**src/rtl/core/mrfs_pkg.sv**
```systemverilog
// Package for the Modbus RTU frame sniffer: sizes, codes, shared types and
// the CRC-16 byte update. No dependencies.
`default_nettype none

package mrfs_pkg;

   localparam int FRAME_DEPTH = 256;
   localparam int AW          = $clog2(FRAME_DEPTH);
   localparam int MEM_AW      = AW + 1;
   localparam int CW          = $clog2(FRAME_DEPTH + 1);
   localparam int LW          = (CW > 9) ? CW : 9;
   localparam int XW          = (CW > 10) ? CW : 10;
   localparam int IW          = (AW > 8) ? AW : 8;
   localparam int CSR_IW      = 3;
   localparam int CSR_DW      = 16;

   localparam logic [15:0] CRC_INIT  = 16'hFFFF;
   localparam logic [15:0] CRC_POLY  = 16'hA001;
   localparam logic [7:0]  EXC_BIT   = 8'h80;
   localparam logic [7:0]  COUNT_MAX = 8'd250;

   localparam logic [7:0] FC_READ_HOLD   = 8'd3;
   localparam logic [7:0] FC_READ_INPUT  = 8'd4;
   localparam logic [7:0] FC_WRITE_COIL  = 8'd5;
   localparam logic [7:0] FC_WRITE_REG   = 8'd6;
   localparam logic [7:0] FC_WRITE_COILS = 8'd15;
   localparam logic [7:0] FC_WRITE_REGS  = 8'd16;

   localparam logic [1:0] OP_BYTE = 2'd0;
   localparam logic [1:0] OP_TICK = 2'd1;
   localparam logic [1:0] OP_READ = 2'd2;

   localparam logic [1:0] ST_NONE     = 2'd0;
   localparam logic [1:0] ST_CAPTURED = 2'd1;
   localparam logic [1:0] ST_BAD      = 2'd2;
   localparam logic [1:0] ST_ADDRESS  = 2'd3;

   localparam logic [CSR_IW-1:0] CSR_ADDR_FILTER = 3'd0;
   localparam logic [CSR_IW-1:0] CSR_KEEP_CRC    = 3'd1;
   localparam logic [CSR_IW-1:0] CSR_FIX_EN      = 3'd2;
   localparam logic [CSR_IW-1:0] CSR_FIXED_LEN   = 3'd3;
   localparam logic [CSR_IW-1:0] CSR_TIMEOUT     = 3'd4;

   typedef struct packed {
      logic [7:0]  address_filter;
      logic        keep_crc;
      logic        fix_length_enable;
      logic [8:0]  fixed_length;
      logic [15:0] timeout_ticks;
   } cfg_type;

   typedef struct packed {
      logic              we;
      logic [MEM_AW-1:0] waddr;
      logic [7:0]        wdata;
      logic              re;
      logic [MEM_AW-1:0] raddr;
   } mem_req_type;

   function automatic logic [15:0] crc_byte(input logic [15:0] crc, input logic [7:0] b);
      logic [15:0] c;
      c = crc ^ {8'h00, b};
      for (int k = 0; k < 8; k++) begin
         if (c[0]) c = (c >> 1) ^ CRC_POLY;
         else      c = c >> 1;
      end
      return c;
   endfunction

endpackage

`default_nettype wire

```
**src/rtl/core/mrfs_chan_if.sv**
```systemverilog
// Valid/ready channel interfaces for the sniffer's request and response sides.
// No dependencies.
`default_nettype none

interface mrfs_req_if;
   logic       valid;
   logic       ready;
   logic [1:0] op;
   logic [7:0] rx_byte;
   logic [7:0] read_index;

   modport source (output valid, op, rx_byte, read_index, input ready);
   modport sink   (input valid, op, rx_byte, read_index, output ready);
endinterface

interface mrfs_rsp_if;
   logic       valid;
   logic       ready;
   logic [1:0] frame_status;
   logic       ended_by_timeout;
   logic       is_request;
   logic [8:0] captured_length;
   logic [7:0] read_data;

   modport source (output valid, frame_status, ended_by_timeout, is_request,
                   captured_length, read_data, input ready);
   modport sink   (input valid, frame_status, ended_by_timeout, is_request,
                   captured_length, read_data, output ready);
endinterface

`default_nettype wire

```
**src/rtl/core/mrfs_frame_buf.sv**
```systemverilog
// Two-bank frame byte store: one write port, one registered read port.
// Depends on mrfs_pkg.
`default_nettype none

module mrfs_frame_buf (
   input  wire logic                 clock,
   input  wire mrfs_pkg::mem_req_type mem_req,
   output logic [7:0]                mem_q
);
   import mrfs_pkg::*;

   logic [7:0] store_ff [2**MEM_AW];
   logic [7:0] q_ff;

   always_ff @(posedge clock) begin
      if (mem_req.we) begin
         store_ff[mem_req.waddr] <= mem_req.wdata;
      end
      if (mem_req.re) begin
         q_ff <= store_ff[mem_req.raddr];
      end
   end

   assign mem_q = q_ff;

endmodule

`default_nettype wire

```
**src/rtl/core/mrfs_frame_ctl.sv**
```systemverilog
// Frame tracking: input register, CRC / length-rule / capture logic, result
// register. Depends on mrfs_pkg, mrfs_chan_if and mrfs_frame_buf.
`default_nettype none

module mrfs_frame_ctl (
   input  wire logic             clock,
   input  wire logic             reset,
   input  wire mrfs_pkg::cfg_type cfg,
   mrfs_req_if.sink              req_if,
   mrfs_rsp_if.source            rsp_if
);
   import mrfs_pkg::*;

   // input stage
   logic       in_valid_ff, in_valid_in;
   logic [1:0] op_ff;
   logic [7:0] byte_ff;
   logic [7:0] idx_ff;

   // frame state
   logic          bank_ff, bank_in;
   logic [CW-1:0] count_ff, count_in;
   logic [15:0]   crc_ff, crc_in;
   logic [7:0]    fc_ff, fc_in;
   logic [7:0]    third_ff, third_in;
   logic [7:0]    seventh_ff, seventh_in;
   logic [7:0]    addr0_ff, addr0_in;
   logic [15:0]   idle_ff, idle_in;
   logic [CW-1:0] cap_stored_ff, cap_stored_in;
   logic [LW-1:0] cap_final_ff, cap_final_in;
   logic          cap_req_ff, cap_req_in;

   // frame state after the current byte or tick, before any frame end
   logic [CW-1:0] count_rx;
   logic [15:0]   crc_rx;
   logic [15:0]   idle_rx;

   // result stage
   logic       out_valid_ff, out_valid_in;
   logic [1:0] status_ff, status_in;
   logic       tmo_ff, tmo_in;
   logic       isreq_ff;
   logic [8:0] len_ff, len_in;
   logic       hit_ff, hit_in;

   logic          advance;
   logic          do_end;
   logic          rule_met;
   logic          third_ok;
   logic          fc_rd;
   logic [XW-1:0] n_x;
   logic [XW-1:0] third_lim;
   logic [XW-1:0] seventh_lim;
   logic [CW-1:0] stored;
   logic [LW-1:0] lim;
   logic [IW-1:0] idx_w;
   logic [7:0]    mem_q;
   mem_req_type   mem_req;

   assign advance      = in_valid_ff && (!out_valid_ff || rsp_if.ready);
   assign req_if.ready = !in_valid_ff || advance;
   assign in_valid_in  = req_if.valid ? 1'b1 : (in_valid_ff && !advance);
   assign out_valid_in = advance ? 1'b1 : (out_valid_ff && !rsp_if.ready);

   // byte, tick and read handling
   always_comb begin
      count_rx      = count_ff;
      crc_rx        = crc_ff;
      fc_in         = fc_ff;
      third_in      = third_ff;
      seventh_in    = seventh_ff;
      addr0_in      = addr0_ff;
      idle_rx       = idle_ff;
      tmo_in        = 1'b0;
      hit_in        = 1'b0;
      idx_w         = IW'(idx_ff);
      lim           = (LW'(cap_stored_ff) < cap_final_ff) ? LW'(cap_stored_ff) : cap_final_ff;
      mem_req.we    = 1'b0;
      mem_req.waddr = {bank_ff, count_ff[AW-1:0]};
      mem_req.wdata = byte_ff;
      mem_req.re    = 1'b0;
      mem_req.raddr = {~bank_ff, idx_w[AW-1:0]};

      case (op_ff)
         OP_BYTE: begin
            if (count_ff < CW'(FRAME_DEPTH)) begin
               mem_req.we = advance;
               count_rx   = count_ff + CW'(1);
               crc_rx     = crc_byte(crc_ff, byte_ff);
               if (count_ff == CW'(0)) addr0_in   = byte_ff;
               if (count_rx == CW'(2)) fc_in      = byte_ff;
               if (count_rx == CW'(3)) third_in   = byte_ff;
               if (count_rx == CW'(7)) seventh_in = byte_ff;
            end
            idle_rx = 16'd0;
         end
         OP_TICK: begin
            if (count_ff != CW'(0)) begin
               if (idle_ff >= cfg.timeout_ticks) begin
                  tmo_in = 1'b1;
               end else begin
                  idle_rx = idle_ff + 16'd1;
               end
            end
         end
         OP_READ: begin
            hit_in     = (LW'(idx_ff) < lim) && (LW'(idx_ff) < LW'(FRAME_DEPTH));
            mem_req.re = advance && hit_in;
         end
         default: begin
         end
      endcase
   end

   // length rule on the post-byte frame state
   always_comb begin
      n_x         = XW'(count_rx);
      third_lim   = XW'(third_in) + XW'(5);
      seventh_lim = XW'(seventh_in) + XW'(9);
      third_ok    = third_in >= 8'd1 && third_in <= COUNT_MAX;
      fc_rd       = fc_in == FC_READ_HOLD || fc_in == FC_READ_INPUT;
      stored      = cfg.keep_crc ? count_rx : count_rx - CW'(2);
      rule_met    = 1'b0;
      if (n_x >= XW'(4) && crc_rx == 16'd0) begin
         if ((fc_in & EXC_BIT) != 8'd0) begin
            rule_met = n_x >= XW'(5);
         end else begin
            case (fc_in)
               FC_READ_HOLD, FC_READ_INPUT:
                  rule_met = n_x >= XW'(8) || (third_ok && n_x >= third_lim);
               FC_WRITE_COIL, FC_WRITE_REG:
                  rule_met = n_x >= XW'(8);
               FC_WRITE_COILS, FC_WRITE_REGS:
                  rule_met = n_x >= XW'(7) && n_x >= seventh_lim;
               default:
                  rule_met = 1'b0;
            endcase
         end
      end
   end

   // frame end: discard or capture, then restart the receive state
   always_comb begin
      bank_in       = bank_ff;
      count_in      = count_rx;
      crc_in        = crc_rx;
      idle_in       = idle_rx;
      cap_stored_in = cap_stored_ff;
      cap_final_in  = cap_final_ff;
      cap_req_in    = cap_req_ff;
      status_in     = ST_NONE;
      do_end        = tmo_in || (op_ff == OP_BYTE && rule_met);

      if (do_end) begin
         if (count_rx < CW'(4) || crc_rx != 16'd0) begin
            status_in = ST_BAD;
         end else if (cfg.address_filter != 8'd0 && addr0_in != cfg.address_filter) begin
            status_in = ST_ADDRESS;
         end else begin
            status_in     = ST_CAPTURED;
            cap_stored_in = stored;
            cap_final_in  = cfg.fix_length_enable ? LW'(cfg.fixed_length) : LW'(stored);
            cap_req_in    = !(fc_rd && n_x != XW'(8) && third_ok && n_x == third_lim);
            bank_in       = ~bank_ff;
         end
         count_in = '0;
         crc_in   = CRC_INIT;
         idle_in  = 16'd0;
      end

      len_in = (cap_final_in > LW'(511)) ? 9'd511 : cap_final_in[8:0];
   end

   always_ff @(posedge clock) begin
      if (reset) begin
         in_valid_ff   <= 1'b0;
         out_valid_ff  <= 1'b0;
         bank_ff       <= 1'b0;
         count_ff      <= '0;
         crc_ff        <= CRC_INIT;
         fc_ff         <= 8'd0;
         third_ff      <= 8'd0;
         seventh_ff    <= 8'd0;
         idle_ff       <= 16'd0;
         cap_stored_ff <= '0;
         cap_final_ff  <= '0;
         cap_req_ff    <= 1'b1;
      end else begin
         in_valid_ff  <= in_valid_in;
         out_valid_ff <= out_valid_in;
         if (advance) begin
            bank_ff       <= bank_in;
            count_ff      <= count_in;
            crc_ff        <= crc_in;
            fc_ff         <= fc_in;
            third_ff      <= third_in;
            seventh_ff    <= seventh_in;
            idle_ff       <= idle_in;
            cap_stored_ff <= cap_stored_in;
            cap_final_ff  <= cap_final_in;
            cap_req_ff    <= cap_req_in;
         end
      end
   end

   always_ff @(posedge clock) begin
      if (req_if.ready) begin
         op_ff   <= req_if.op;
         byte_ff <= req_if.rx_byte;
         idx_ff  <= req_if.read_index;
      end
      if (advance) begin
         addr0_ff  <= addr0_in;
         status_ff <= status_in;
         tmo_ff    <= tmo_in;
         isreq_ff  <= cap_req_in;
         len_ff    <= len_in;
         hit_ff    <= hit_in;
      end
   end

   mrfs_frame_buf u_buf (
      .clock   (clock),
      .mem_req (mem_req),
      .mem_q   (mem_q)
   );

   assign rsp_if.valid            = out_valid_ff;
   assign rsp_if.frame_status     = status_ff;
   assign rsp_if.ended_by_timeout = tmo_ff;
   assign rsp_if.is_request       = isreq_ff;
   assign rsp_if.captured_length  = len_ff;
   assign rsp_if.read_data        = hit_ff ? mem_q : 8'd0;

endmodule

`default_nettype wire

```
**src/rtl/core/modbus_rtu_frame_sniffer.sv**
```systemverilog
// Top level of the Modbus RTU frame sniffer: control registers and the frame
// tracking core. Depends on mrfs_pkg, mrfs_chan_if and mrfs_frame_ctl.
//
// Every request (received byte, idle tick, or read of a captured byte) gives
// exactly one response. One request is taken per clock unless the response
// side stalls; its response passes through the input register, then the
// result register with the frame store's registered read port beside it. A
// waiting response still lets one more request into the input register; after
// that the request side stalls until the response transfers. The frame store
// is two banks of 256 bytes in one memory; it needs no clearing after reset,
// since only bytes of a finished capture are ever read back. Write the control
// registers only while no request is in flight.
`default_nettype none

module modbus_rtu_frame_sniffer (
   input  wire logic                         clock,
   input  wire logic                         reset,
   mrfs_req_if.sink                          req_if,
   mrfs_rsp_if.source                        rsp_if,
   input  wire logic                         csr_we,
   input  wire logic [mrfs_pkg::CSR_IW-1:0]  csr_index,
   input  wire logic [mrfs_pkg::CSR_DW-1:0]  csr_wdata
);
   import mrfs_pkg::*;

   cfg_type cfg_ff;

   always_ff @(posedge clock) begin
      if (reset) begin
         cfg_ff.address_filter    <= 8'd0;
         cfg_ff.keep_crc          <= 1'b0;
         cfg_ff.fix_length_enable <= 1'b0;
         cfg_ff.fixed_length      <= 9'd0;
         cfg_ff.timeout_ticks     <= 16'd50;
      end else if (csr_we) begin
         case (csr_index)
            CSR_ADDR_FILTER: cfg_ff.address_filter    <= csr_wdata[7:0];
            CSR_KEEP_CRC:    cfg_ff.keep_crc          <= csr_wdata[0];
            CSR_FIX_EN:      cfg_ff.fix_length_enable <= csr_wdata[0];
            CSR_FIXED_LEN:   cfg_ff.fixed_length      <= csr_wdata[8:0];
            CSR_TIMEOUT:     cfg_ff.timeout_ticks     <= csr_wdata[15:0];
            default: begin
            end
         endcase
      end
   end

   mrfs_frame_ctl u_ctl (
      .clock  (clock),
      .reset  (reset),
      .cfg    (cfg_ff),
      .req_if (req_if),
      .rsp_if (rsp_if)
   );

endmodule

`default_nettype wire

```
**src/flat_wrapper.sv**
```systemverilog
// flat-port wrapper written by rule: the top's interface ports become plain ports
module modbus_rtu_frame_sniffer_flat import mrfs_pkg::*;
  (clock, reset, csr_we, csr_index, csr_wdata, req_if_valid, req_if_op, req_if_rx_byte, req_if_read_index, req_if_ready, rsp_if_valid, rsp_if_frame_status, rsp_if_ended_by_timeout, rsp_if_is_request, rsp_if_captured_length, rsp_if_read_data, rsp_if_ready);
  mrfs_req_if req_if_i ();
  mrfs_rsp_if rsp_if_i ();
  input  wire logic clock;
  input  wire logic reset;
  input  wire logic csr_we;
  input  wire logic [mrfs_pkg::CSR_IW-1:0] csr_index;
  input  wire logic [mrfs_pkg::CSR_DW-1:0] csr_wdata;
  input wire logic [$bits(req_if_i.valid)-1:0] req_if_valid;
  input wire logic [$bits(req_if_i.op)-1:0] req_if_op;
  input wire logic [$bits(req_if_i.rx_byte)-1:0] req_if_rx_byte;
  input wire logic [$bits(req_if_i.read_index)-1:0] req_if_read_index;
  output wire logic [$bits(req_if_i.ready)-1:0] req_if_ready;
  output wire logic [$bits(rsp_if_i.valid)-1:0] rsp_if_valid;
  output wire logic [$bits(rsp_if_i.frame_status)-1:0] rsp_if_frame_status;
  output wire logic [$bits(rsp_if_i.ended_by_timeout)-1:0] rsp_if_ended_by_timeout;
  output wire logic [$bits(rsp_if_i.is_request)-1:0] rsp_if_is_request;
  output wire logic [$bits(rsp_if_i.captured_length)-1:0] rsp_if_captured_length;
  output wire logic [$bits(rsp_if_i.read_data)-1:0] rsp_if_read_data;
  input wire logic [$bits(rsp_if_i.ready)-1:0] rsp_if_ready;
  assign req_if_i.valid = req_if_valid;
  assign req_if_i.op = req_if_op;
  assign req_if_i.rx_byte = req_if_rx_byte;
  assign req_if_i.read_index = req_if_read_index;
  assign req_if_ready = req_if_i.ready;
  assign rsp_if_valid = rsp_if_i.valid;
  assign rsp_if_frame_status = rsp_if_i.frame_status;
  assign rsp_if_ended_by_timeout = rsp_if_i.ended_by_timeout;
  assign rsp_if_is_request = rsp_if_i.is_request;
  assign rsp_if_captured_length = rsp_if_i.captured_length;
  assign rsp_if_read_data = rsp_if_i.read_data;
  assign rsp_if_i.ready = rsp_if_ready;
  modbus_rtu_frame_sniffer u_core (.clock(clock), .reset(reset), .req_if(req_if_i), .rsp_if(rsp_if_i), .csr_we(csr_we), .csr_index(csr_index), .csr_wdata(csr_wdata));
endmodule
```
**config.mk**
```make
export PLATFORM = sky130hd
export DESIGN_NAME = modbus_rtu_frame_sniffer_flat
export DESIGN_NICKNAME = d
export VERILOG_FILES = /design/src/rtl/core/mrfs_pkg.sv /design/src/rtl/core/mrfs_chan_if.sv /design/src/rtl/core/mrfs_frame_buf.sv /design/src/rtl/core/mrfs_frame_ctl.sv /design/src/rtl/core/modbus_rtu_frame_sniffer.sv /design/src/flat_wrapper.sv
export SDC_FILE = /design/constraint.sdc
export NUM_CORES = 2
export LEC_CHECK = 0
export ABC_AREA = 1
export BUFFER_PORTS_ARGS = -buffer_cell sky130_fd_sc_hd__buf_2
export CAP_MARGIN = 40
export CORE_MARGIN = 3
export CORE_UTILIZATION = 63
export DETAILED_ROUTE_END_ITERATION = 8
export PLACE_DENSITY_LB_ADDON = 0.15
export REMOVE_ABC_BUFFERS = 1
export SLEW_MARGIN = 20
export SYNTH_ARGS = -nofsm -noshare
export SYNTH_HDL_FRONTEND = slang
export SYNTH_SLANG_ARGS = --single-unit
```
**constraint.sdc**
```tcl
create_clock -name clock -period 12.3 [get_ports clock]
set_input_delay 2.46 -clock clock [delete_from_list [all_inputs] [get_ports clock]]
set_output_delay 2.46 -clock clock [all_outputs]
set_load 0.1 [all_outputs]
```
# ---- Word-level counts from Yosys, hierarchy flattened
# Memories as Yosys holds them, arrays and structs flattened. A register that Yosys moved wholly into a read port is not among the register bits.
# Cells that the tools add are included.
dict set report totals {
  register_bits 162
  latchBits 0
  ramBits 4096
  romBits 0
  input_bits 42
  out_inout_bits 23
  n_memories 1
}
# memory words width read_ports rd_clocked_by_memory_dff wr line_no
set mem_list {}
lappend mem_list {u_core.u_ctl.u_buf.store_ff 512 8 1 1 1 mrfs_frame_buf.sv:12} ;# logic [7:0] store_ff [2**MEM_AW];
dict set report op_classes {
  addsub 5
  multipliers 0
  div 0
  magnitude_cmp 14
  n_eq_ne 20
  shift 0
  muxes 69
  bitwise_logic 13
  n_reduce_logical 43
}
# cell count
set ops {}
lappend ops {{$mux W16} 28}
lappend ops {{$mux W8} 13}
lappend ops {{$mux W9} 9}
lappend ops {{$pmux W16 S2} 1}
lappend ops {{$ge A9 B3 Y1 const B} 3}
lappend ops {{$eq A8 B3 Y1 const B} 3}
lappend ops {{$not A2 Y3} 8}
lappend ops {{$eq A9 B2 Y1 const B} 2}
lappend ops {{$ge A9 B9 Y1} 2}
lappend ops {{$add A16 B1 Y16 const B} 1}
lappend ops {{$ge A16 B16 Y1} 1}
lappend ops {{$logic_not A16 Y1} 1}
lappend ops {{$reduce_bool A16 Y1} 1}
lappend ops {{$xor A16 B8 Y16} 1}
lappend ops {{$mux W1} 15}
lappend ops {{$logic_and A1 B1 Y1} 13}
lappend ops {{$reduce_and A2 Y1} 5}
lappend ops {{$add A8 B3 Y9 const B} 1}
lappend ops {{$add A8 B4 Y9 const B} 1}
lappend ops {{$add A9 B1 Y9 const B} 1}
lappend ops {{$eq A9 B3 Y1 const B} 1}
lappend ops {{$eq A9 B9 Y1} 1}
lappend ops {{$ge A9 B4 Y1 const B} 1}
lappend ops {{$gt A9 B9 Y1 const B} 1}
lappend ops {{other kinds (31)} 50}

# ---- Logic depth before layout (Yosys ltp)
dict set report logic_depth {
  word_depth 40
  depth_mapped 38
}

# ---- Modules after synthesis
# A second synthesis with hierarchy kept.
dict set report unflattened {
  cells_unflattened 15356
  area_unflattened_um2 177076.1
}
# mod n_inst cells_per_inst area_each_um2
set modules_own_cells {}
lappend modules_own_cells {mrfs_frame_buf 1 13891 166808.7}
lappend modules_own_cells {mrfs_frame_ctl 1 1256 8803.4}
lappend modules_own_cells {modbus_rtu_frame_sniffer 1 209 1463.9}

# ---- Least setup slack after synthesis
# No wires, ideal clock.
dict set report synth_timing {
  path_type {register to register}
  start {register u_core.u_ctl.byte_ff[0]}
  end {register u_core.u_ctl.len_ff[4] (netlist: u_core.u_ctl.rsp_if.captured_length[4]), data pin}
  setup_ns 0.255
  t_arrival_ns 10.309
  t_required_ns 12.045
  path_slack_ns 1.736
  stages_incl_launch_ff 20
  synth_period_minus_slack_ns 10.564
  path_cell_list {edfxtp_1 o21ai_0 o21ai_0 nand3_1 xor2_1 ha_1 nand2_1 nor2_1 nand2_1 o2111ai_1 nand3_1 nand2_1 nand2_1 nand3_1 nand2_1 nand2_2 nand2_2 buf_2 o21ai_0 inv_1}
}
dict set report synth_via {
  elab_chain_cells 33
  word_cells_on_any_way 77
  classes_between {2 x add/sub; 5 x order compare; 7 x eq/ne; 42 x mux; 7 x bitwise; 14 x reduce/logical}
}
# element line_no
set synth_rtl {}
lappend synth_rtl {{start, declared} mrfs_frame_ctl.sv:17} ;# logic [7:0] byte_ff;
lappend synth_rtl {{start signal, assigned} mrfs_frame_ctl.sv:209} ;# byte_ff <= req_if.rx_byte;
lappend synth_rtl {{$xor A16 B8 Y16} mrfs_pkg.sv:62} ;# c = crc ^ {8'h00, b};
lappend synth_rtl {{$mux W16} mrfs_pkg.sv:64} ;# if (c[0]) c = (c >> 1) ^ CRC_POLY;
lappend synth_rtl {{$mux W16} mrfs_frame_ctl.sv:86} ;# if (count_ff < CW'(FRAME_DEPTH)) begin
lappend synth_rtl {{$mux W16} mrfs_frame_ctl.sv:84} ;# case (op_ff)
lappend synth_rtl {{$mux W16} mrfs_pkg.sv:64}
lappend synth_rtl {{$mux W16} mrfs_frame_ctl.sv:86}
lappend synth_rtl {{$mux W16} mrfs_frame_ctl.sv:84}
lappend synth_rtl {{$not A2 Y3 (no line) or $mux W16 (tied branches)} --}
lappend synth_rtl {{[17 not listed]} --}
lappend synth_rtl {{$mux W16} mrfs_frame_ctl.sv:84}
lappend synth_rtl {{$logic_not A16 Y1} mrfs_frame_ctl.sv:124} ;# if (n_x >= XW'(4) && crc_rx == 16'd0) begin
lappend synth_rtl {{$logic_and A1 B1 Y1} mrfs_frame_ctl.sv:124}
lappend synth_rtl {{$mux W1} mrfs_frame_ctl.sv:124}
lappend synth_rtl {{$logic_and A1 B1 Y1} mrfs_frame_ctl.sv:152} ;# do_end = tmo_in || (op_ff == OP_BYTE && rule_met);
lappend synth_rtl {{$logic_or A1 B1 Y1} mrfs_frame_ctl.sv:152}
lappend synth_rtl {{$mux W9 *} mrfs_frame_ctl.sv:154} ;# if (do_end) begin
lappend synth_rtl {{$gt A9 B9 Y1} mrfs_frame_ctl.sv:171} ;# len_in = (cap_final_in > LW'(511)) ? 9'd511 : cap_final_in[8:0];
lappend synth_rtl {{end signal, assigned} mrfs_frame_ctl.sv:217} ;# len_ff <= len_in;
lappend synth_rtl {{end, declared} mrfs_frame_ctl.sv:43} ;# logic [8:0] len_ff, len_in;
# Mark *: on every way between the ends. The rest lies on a longest branch, timed or not. The select of a mux whose other input is x is not followed.
# A chain may end at the register's enable or synchronous reset.

# ---- Worst setup path after layout
dict set report layout_timing {
  start {register u_core.u_ctl.op_ff[0]}
  end {register u_core.u_ctl.len_ff[2] (netlist: u_core.u_ctl.rsp_if.captured_length[2]), data pin}
}
dict set report layout_via {
  word_cells_on_any_way 51
  classes_between {3 x add/sub; 10 x order compare; 8 x eq/ne; 15 x mux; 15 x reduce/logical}
}
# element line_no
set layout_lines {}
lappend layout_lines {{start, declared} mrfs_frame_ctl.sv:16} ;# logic [1:0] op_ff;
lappend layout_lines {{start signal, assigned} mrfs_frame_ctl.sv:208} ;# op_ff <= req_if.op;
lappend layout_lines {{$logic_not A2 Y1 *} mrfs_frame_ctl.sv:84}
lappend layout_lines {{$mux W8 *} mrfs_frame_ctl.sv:84}
lappend layout_lines {{net u_core.u_ctl.seventh_in[0]} mrfs_frame_ctl.sv:26} ;# logic [7:0] seventh_ff, seventh_in;
lappend layout_lines {{$add A8 B4 Y9 *} mrfs_frame_ctl.sv:119} ;# seventh_lim = XW'(seventh_in) + XW'(9);
lappend layout_lines {{$ge A9 B9 Y1 *} mrfs_frame_ctl.sv:134} ;# rule_met = n_x >= XW'(7) && n_x >= seventh_lim;
lappend layout_lines {{$logic_and A1 B1 Y1 *} mrfs_frame_ctl.sv:134}
lappend layout_lines {{$pmux W1 S3 *} mrfs_frame_ctl.sv:128} ;# case (fc_in)
lappend layout_lines {{$mux W1 *} mrfs_frame_ctl.sv:125} ;# if ((fc_in & EXC_BIT) != 8'd0) begin
lappend layout_lines {{$mux W1 *} mrfs_frame_ctl.sv:124}
lappend layout_lines {{$logic_and A1 B1 Y1 *} mrfs_frame_ctl.sv:152}
lappend layout_lines {{$logic_or A1 B1 Y1 *} mrfs_frame_ctl.sv:152}
lappend layout_lines {{$mux W9 *} mrfs_frame_ctl.sv:154}
lappend layout_lines {{$gt A9 B9 Y1} mrfs_frame_ctl.sv:171}
# The timed path passes the listed nets; every way through them passes the cells marked *.

==> impl_metrics.csv <==
group,metric,value,unit
run_status,outcome,"finished, final reports clean",
clock_tree,cts_buffers,414,
placement,gp_congestion,0.933,
cells_and_area,layout-drive-gt1-share,0.0711,
timing,slew_headroom,0.198,
floorplan,core_area,271000,sq um
timing,period_share,0.531,
placement,io_buffer_count,64,
timing,setup_viol,0,
yosys,ys_dominant_reg_cell,"edfxtp_1",
floorplan,die_h,528,microns
timing,skew,52.2,ps
routing,drc_errors,0,
yosys,ys_seq_elements,4266,
yosys,muxShareOfSynthArea,0.000117,
cells_and_area,fill_cells,18200,
clock_tree,path_clk_slew,60,ps
critical_path,cpMaxStageDelayCell,"inv_1",
floorplan,boundaryPins,65,
global_route,grt_usage,0.351,
floorplan,start_util,0.634,
power_and_ir_drop,vdd_drop_max,0.000160,V
routing,finalWirelength,501000,microns
yosys,synth_cell_types,50,
yosys,synth_enable_flop_cells,4144,
timing,worst_pin_slew,1200,ps
yosys,async_flop_share,0,
yosys,synth_fa_ha_area_frac,0.00459,
placement,pre_cts_ws,5780,ps
critical_path,worstPathMaxFanout,32,
floorplan,rows,191,
clock_tree,cts_tree,"done",
timing,fmax,0.153,GHz
clock_tree,cts_sinks,4266,
clock_tree,cts_root_buffer,"clkbuf_16",
timing,rsz0062_at_grt,"no",
yosys,yosys_warnings,0,
timing,whs,461,ps
yosys,ys_seq_area_frac,0.739,
timing,drv_slew,0,
cells_and_area,final_cell_area,190000,sq um
power_and_ir_drop,p_leak,61.2,nW
clock_tree,ctsHoldBuffers,0,
timing,min_period,6530,ps
yosys,synthCells,14000,
yosys,synth_compound_area_frac,0.134,
timing,setup_slack,5770,ps
power_and_ir_drop,power_density,164,nW/um^2
global_route,grt_max_degree,225,
power_and_ir_drop,total_power,0.0312,W
run,drv_cap,0,
floorplan,die_area,279000,sq um
yosys,synthXorXnorAreaFrac,0.00285,
clock_tree,cts_setup_buffers,0,
yosys,synth_top_family_by_area,"compound AO/OA/AOI/OAI gates",
placement,placed_area,176000,sq um
critical_path,worstPathArrival,7240,ps
clock_tree,cts_buffer_depth,4,
yosys,synth-simple-area-share,0.0921,
timing,timing_hold_violations_final,0,
floorplan,die_w,528,microns
routing,via_per_inst,6.77,
global_route,gr-total-overflow,0,
routing,dr.pass1.iters,6,
clock_tree,htree_levels,5,
yosys,synth_area,172000,sq um
routing,wl_per_cell,28.5,microns
global_route,grt_pass1_vias,113000,
global_route,grt_antenna_before_repair,19,
placement,dp_hpwl,286000,microns
critical_path,critPathKind,"flip-flop to flip-flop",
critical_path,startpoint_type,"flip-flop",
cells_and_area,syn2layout_area_growth,10.6,%
yosys,avgSynthCellArea,12.3,sq um
clock_tree,worstSkewPairLatency,990,ps
global_route,grt_pass1_wl,735000,microns
clock_tree,cts_resized,0,
routing,via_count,119000,
critical_path,endpoint_kind,"flip-flop",
cells_and_area,nets,13800,
routing,drt_iter0_drc,19800,
critical_path,crit_top_cell,"nand2_1",
critical_path,critical_path.max_stage_delay,600,ps
routing,detail-route-antenna-nets,0,
critical_path,worst_ep_required_time,13010,ps
worst_hold_path,hp-class,"flip-flop to flip-flop",
-- synth_stat cells (3+ instances only) --
cell type / number / share of area
nor4_1: 4 / 0.00015
nand2_2: 3 / 0.00011
dfxtp_1: 122 / 0.014
buf_2: 20 / 0.00058
clkbuf_1: 980 / 0.021
edfxtp_1: 4144 / 0.72
o211ai_1: 16 / 0.00070
nor2_1: 3327 / 0.073
o21bai_1: 3 / 0.00013
nand4_1: 40 / 0.0015
buf_1: 31 / 0.00068
o22ai_1: 1247 / 0.045
a211oi_1: 4 / 0.00017
clkinv_1: 5 / 0.00011
ha_1: 63 / 0.0046
nand3b_1: 3 / 0.00013
o31ai_1: 4 / 0.00017
nor2_2: 6 / 0.00022
buf_4: 4 / 0.00017
o21ai_0: 2713 / 0.079
xor2_1: 31 / 0.0016
o2111ai_1: 3 / 0.00015
buf_6: 5 / 0.00033
nand2_1: 538 / 0.012
a21oi_1: 129 / 0.0038
inv_1: 214 / 0.0047
nand3_1: 146 / 0.0043
inv_2: 5 / 0.00011
o21ai_1: 5 / 0.00015
xnor2_1: 23 / 0.0012
o32ai_1: 69 / 0.0035
nor3_1: 26 / 0.00076
-- worst paths after layout --
path | start | to | slack, ps | depth (start not counted)
max | u_core.u_ctl.op_ff[0] | u_core.u_ctl.rsp_if.captured_length[2] | 5770 | 30
min | u_core.cfg_ff[20] | u_core.cfg_ff[20] | 460 | 2
max reg2reg | u_core.u_ctl.op_ff[0] | u_core.u_ctl.rsp_if.captured_length[2] | 5770 | 30
min reg2reg | u_core.cfg_ff[20] | u_core.cfg_ff[20] | 460 | 2
-- cell usage in the layout (no fill, tap or decap), drive strengths merged, types with 2 or more instances in the layout --
master and count:
o22ai 1247, edfxtp 4144, clkbuf 506, diode 11, xnor2 23, o21a 2, or2 2, o211ai 16
o32ai 69, a31oi 2, ha 63, nand3b 3, dfxtp 122, xor2 32, nor2 3334, a21oi 130
nor4 4, o21ai 2719, o31ai 4, clkinvlp 21, a211oi 4, nor3 26, bufinv 52, clkinv 172
mux2i 2, nand4 40, inv 232, o21bai 3, nand2 541, buf 329, o2111ai 3, nand3 149
-- per-layer routing --
| layer | share of wire | global-route usage | up-vias | wire, microns |
|---|---|---|---|---|
| met2 | 0.44 | 0.523 | 8980 | 222000 |
| met1 | 0.37 | 0.500 | 57900 | 187000 |
| met5 | 0.00014 | 0 | - | 70 |
| met4 | 0.051 | 0.155 | 10 | 25400 |
| met3 | 0.13 | 0.0846 | 1398 | 66300 |
| li1 | - | - | 50800 | - |
-- stage by stage --
| step | TNS [ps] | instances | util |
|---|---|---|---|
| 2_1_floorplan | -1748820 | 12900 | - |
| 3_3_place_gp | 0 | 16700 | 0.644 |
| 3_5_place_dp | 0 | 16800 | 0.648 |
| 4_1_cts | 0 | 17500 | 0.699 |
| 5_1_grt | 0 | 17600 | 0.701 |
| 6_report | 0 | 17600 | 0.701 |
-- flip-flops by register name, summed over array words and instances, names as in the netlist, 9 cells and up --
name / cells
u_core.u_ctl.crc_ff: 16
u_core.u_ctl.cap_stored_ff: 9
u_core.u_ctl.u_buf.store_ff: 4096
u_core.u_ctl.idle_ff: 16
u_core.u_ctl.rsp_if.captured_length: 9
u_core.u_ctl.count_ff: 9
u_core.u_ctl.cap_final_ff: 9
u_core.cfg_ff: 35
-- power breakdown --
part / switching (W) / internal, W / leakage (nW) / total (W)
clock network: 0.00553 / 0.00746 / 6.74 / 0.0130
logic: 0.00167 / 0.000527 / 16.2 / 0.00220
registers: 0.0000239 / 0.0160 / 38.3 / 0.0160
-- critical path, delay by kind of cell (launching register included) --
family / cells / cell delay (ps)
AND/OR/NAND/NOR: 19 / 3160
AO/OA/AOI/OAI: 4 / 990
buffers and inverters: 4 / 840
adder cells (fa/ha/maj): 2 / 590
flip-flops: 1 / 530
XOR/XNOR: 1 / 140
-- logic make-up after synthesis --
logic type | after synthesis
buffers and inverters | 1264
xor gates and xnor gates | 55
muxes | 2
and+or+nand+nor | 4103
adders and majority gates | 63
DFF | 4266
AOI/OAI and AO/OA | 4202
-- final cells by class --
class,instances,area (sq um),area share
inverters,224,876,0.00461
diodes,11,27.5,0.000145
repair buffers,329,3610,0.0190
flip-flops and latches,4266,127000,0.668
clock inverters,253,2900,0.0152
multi-input cells,8425,40200,0.212
clock buffers,506,11000,0.0577
well taps,3570,4470,0.0235
No activity file was read; power rests on OpenSTA's default activity.
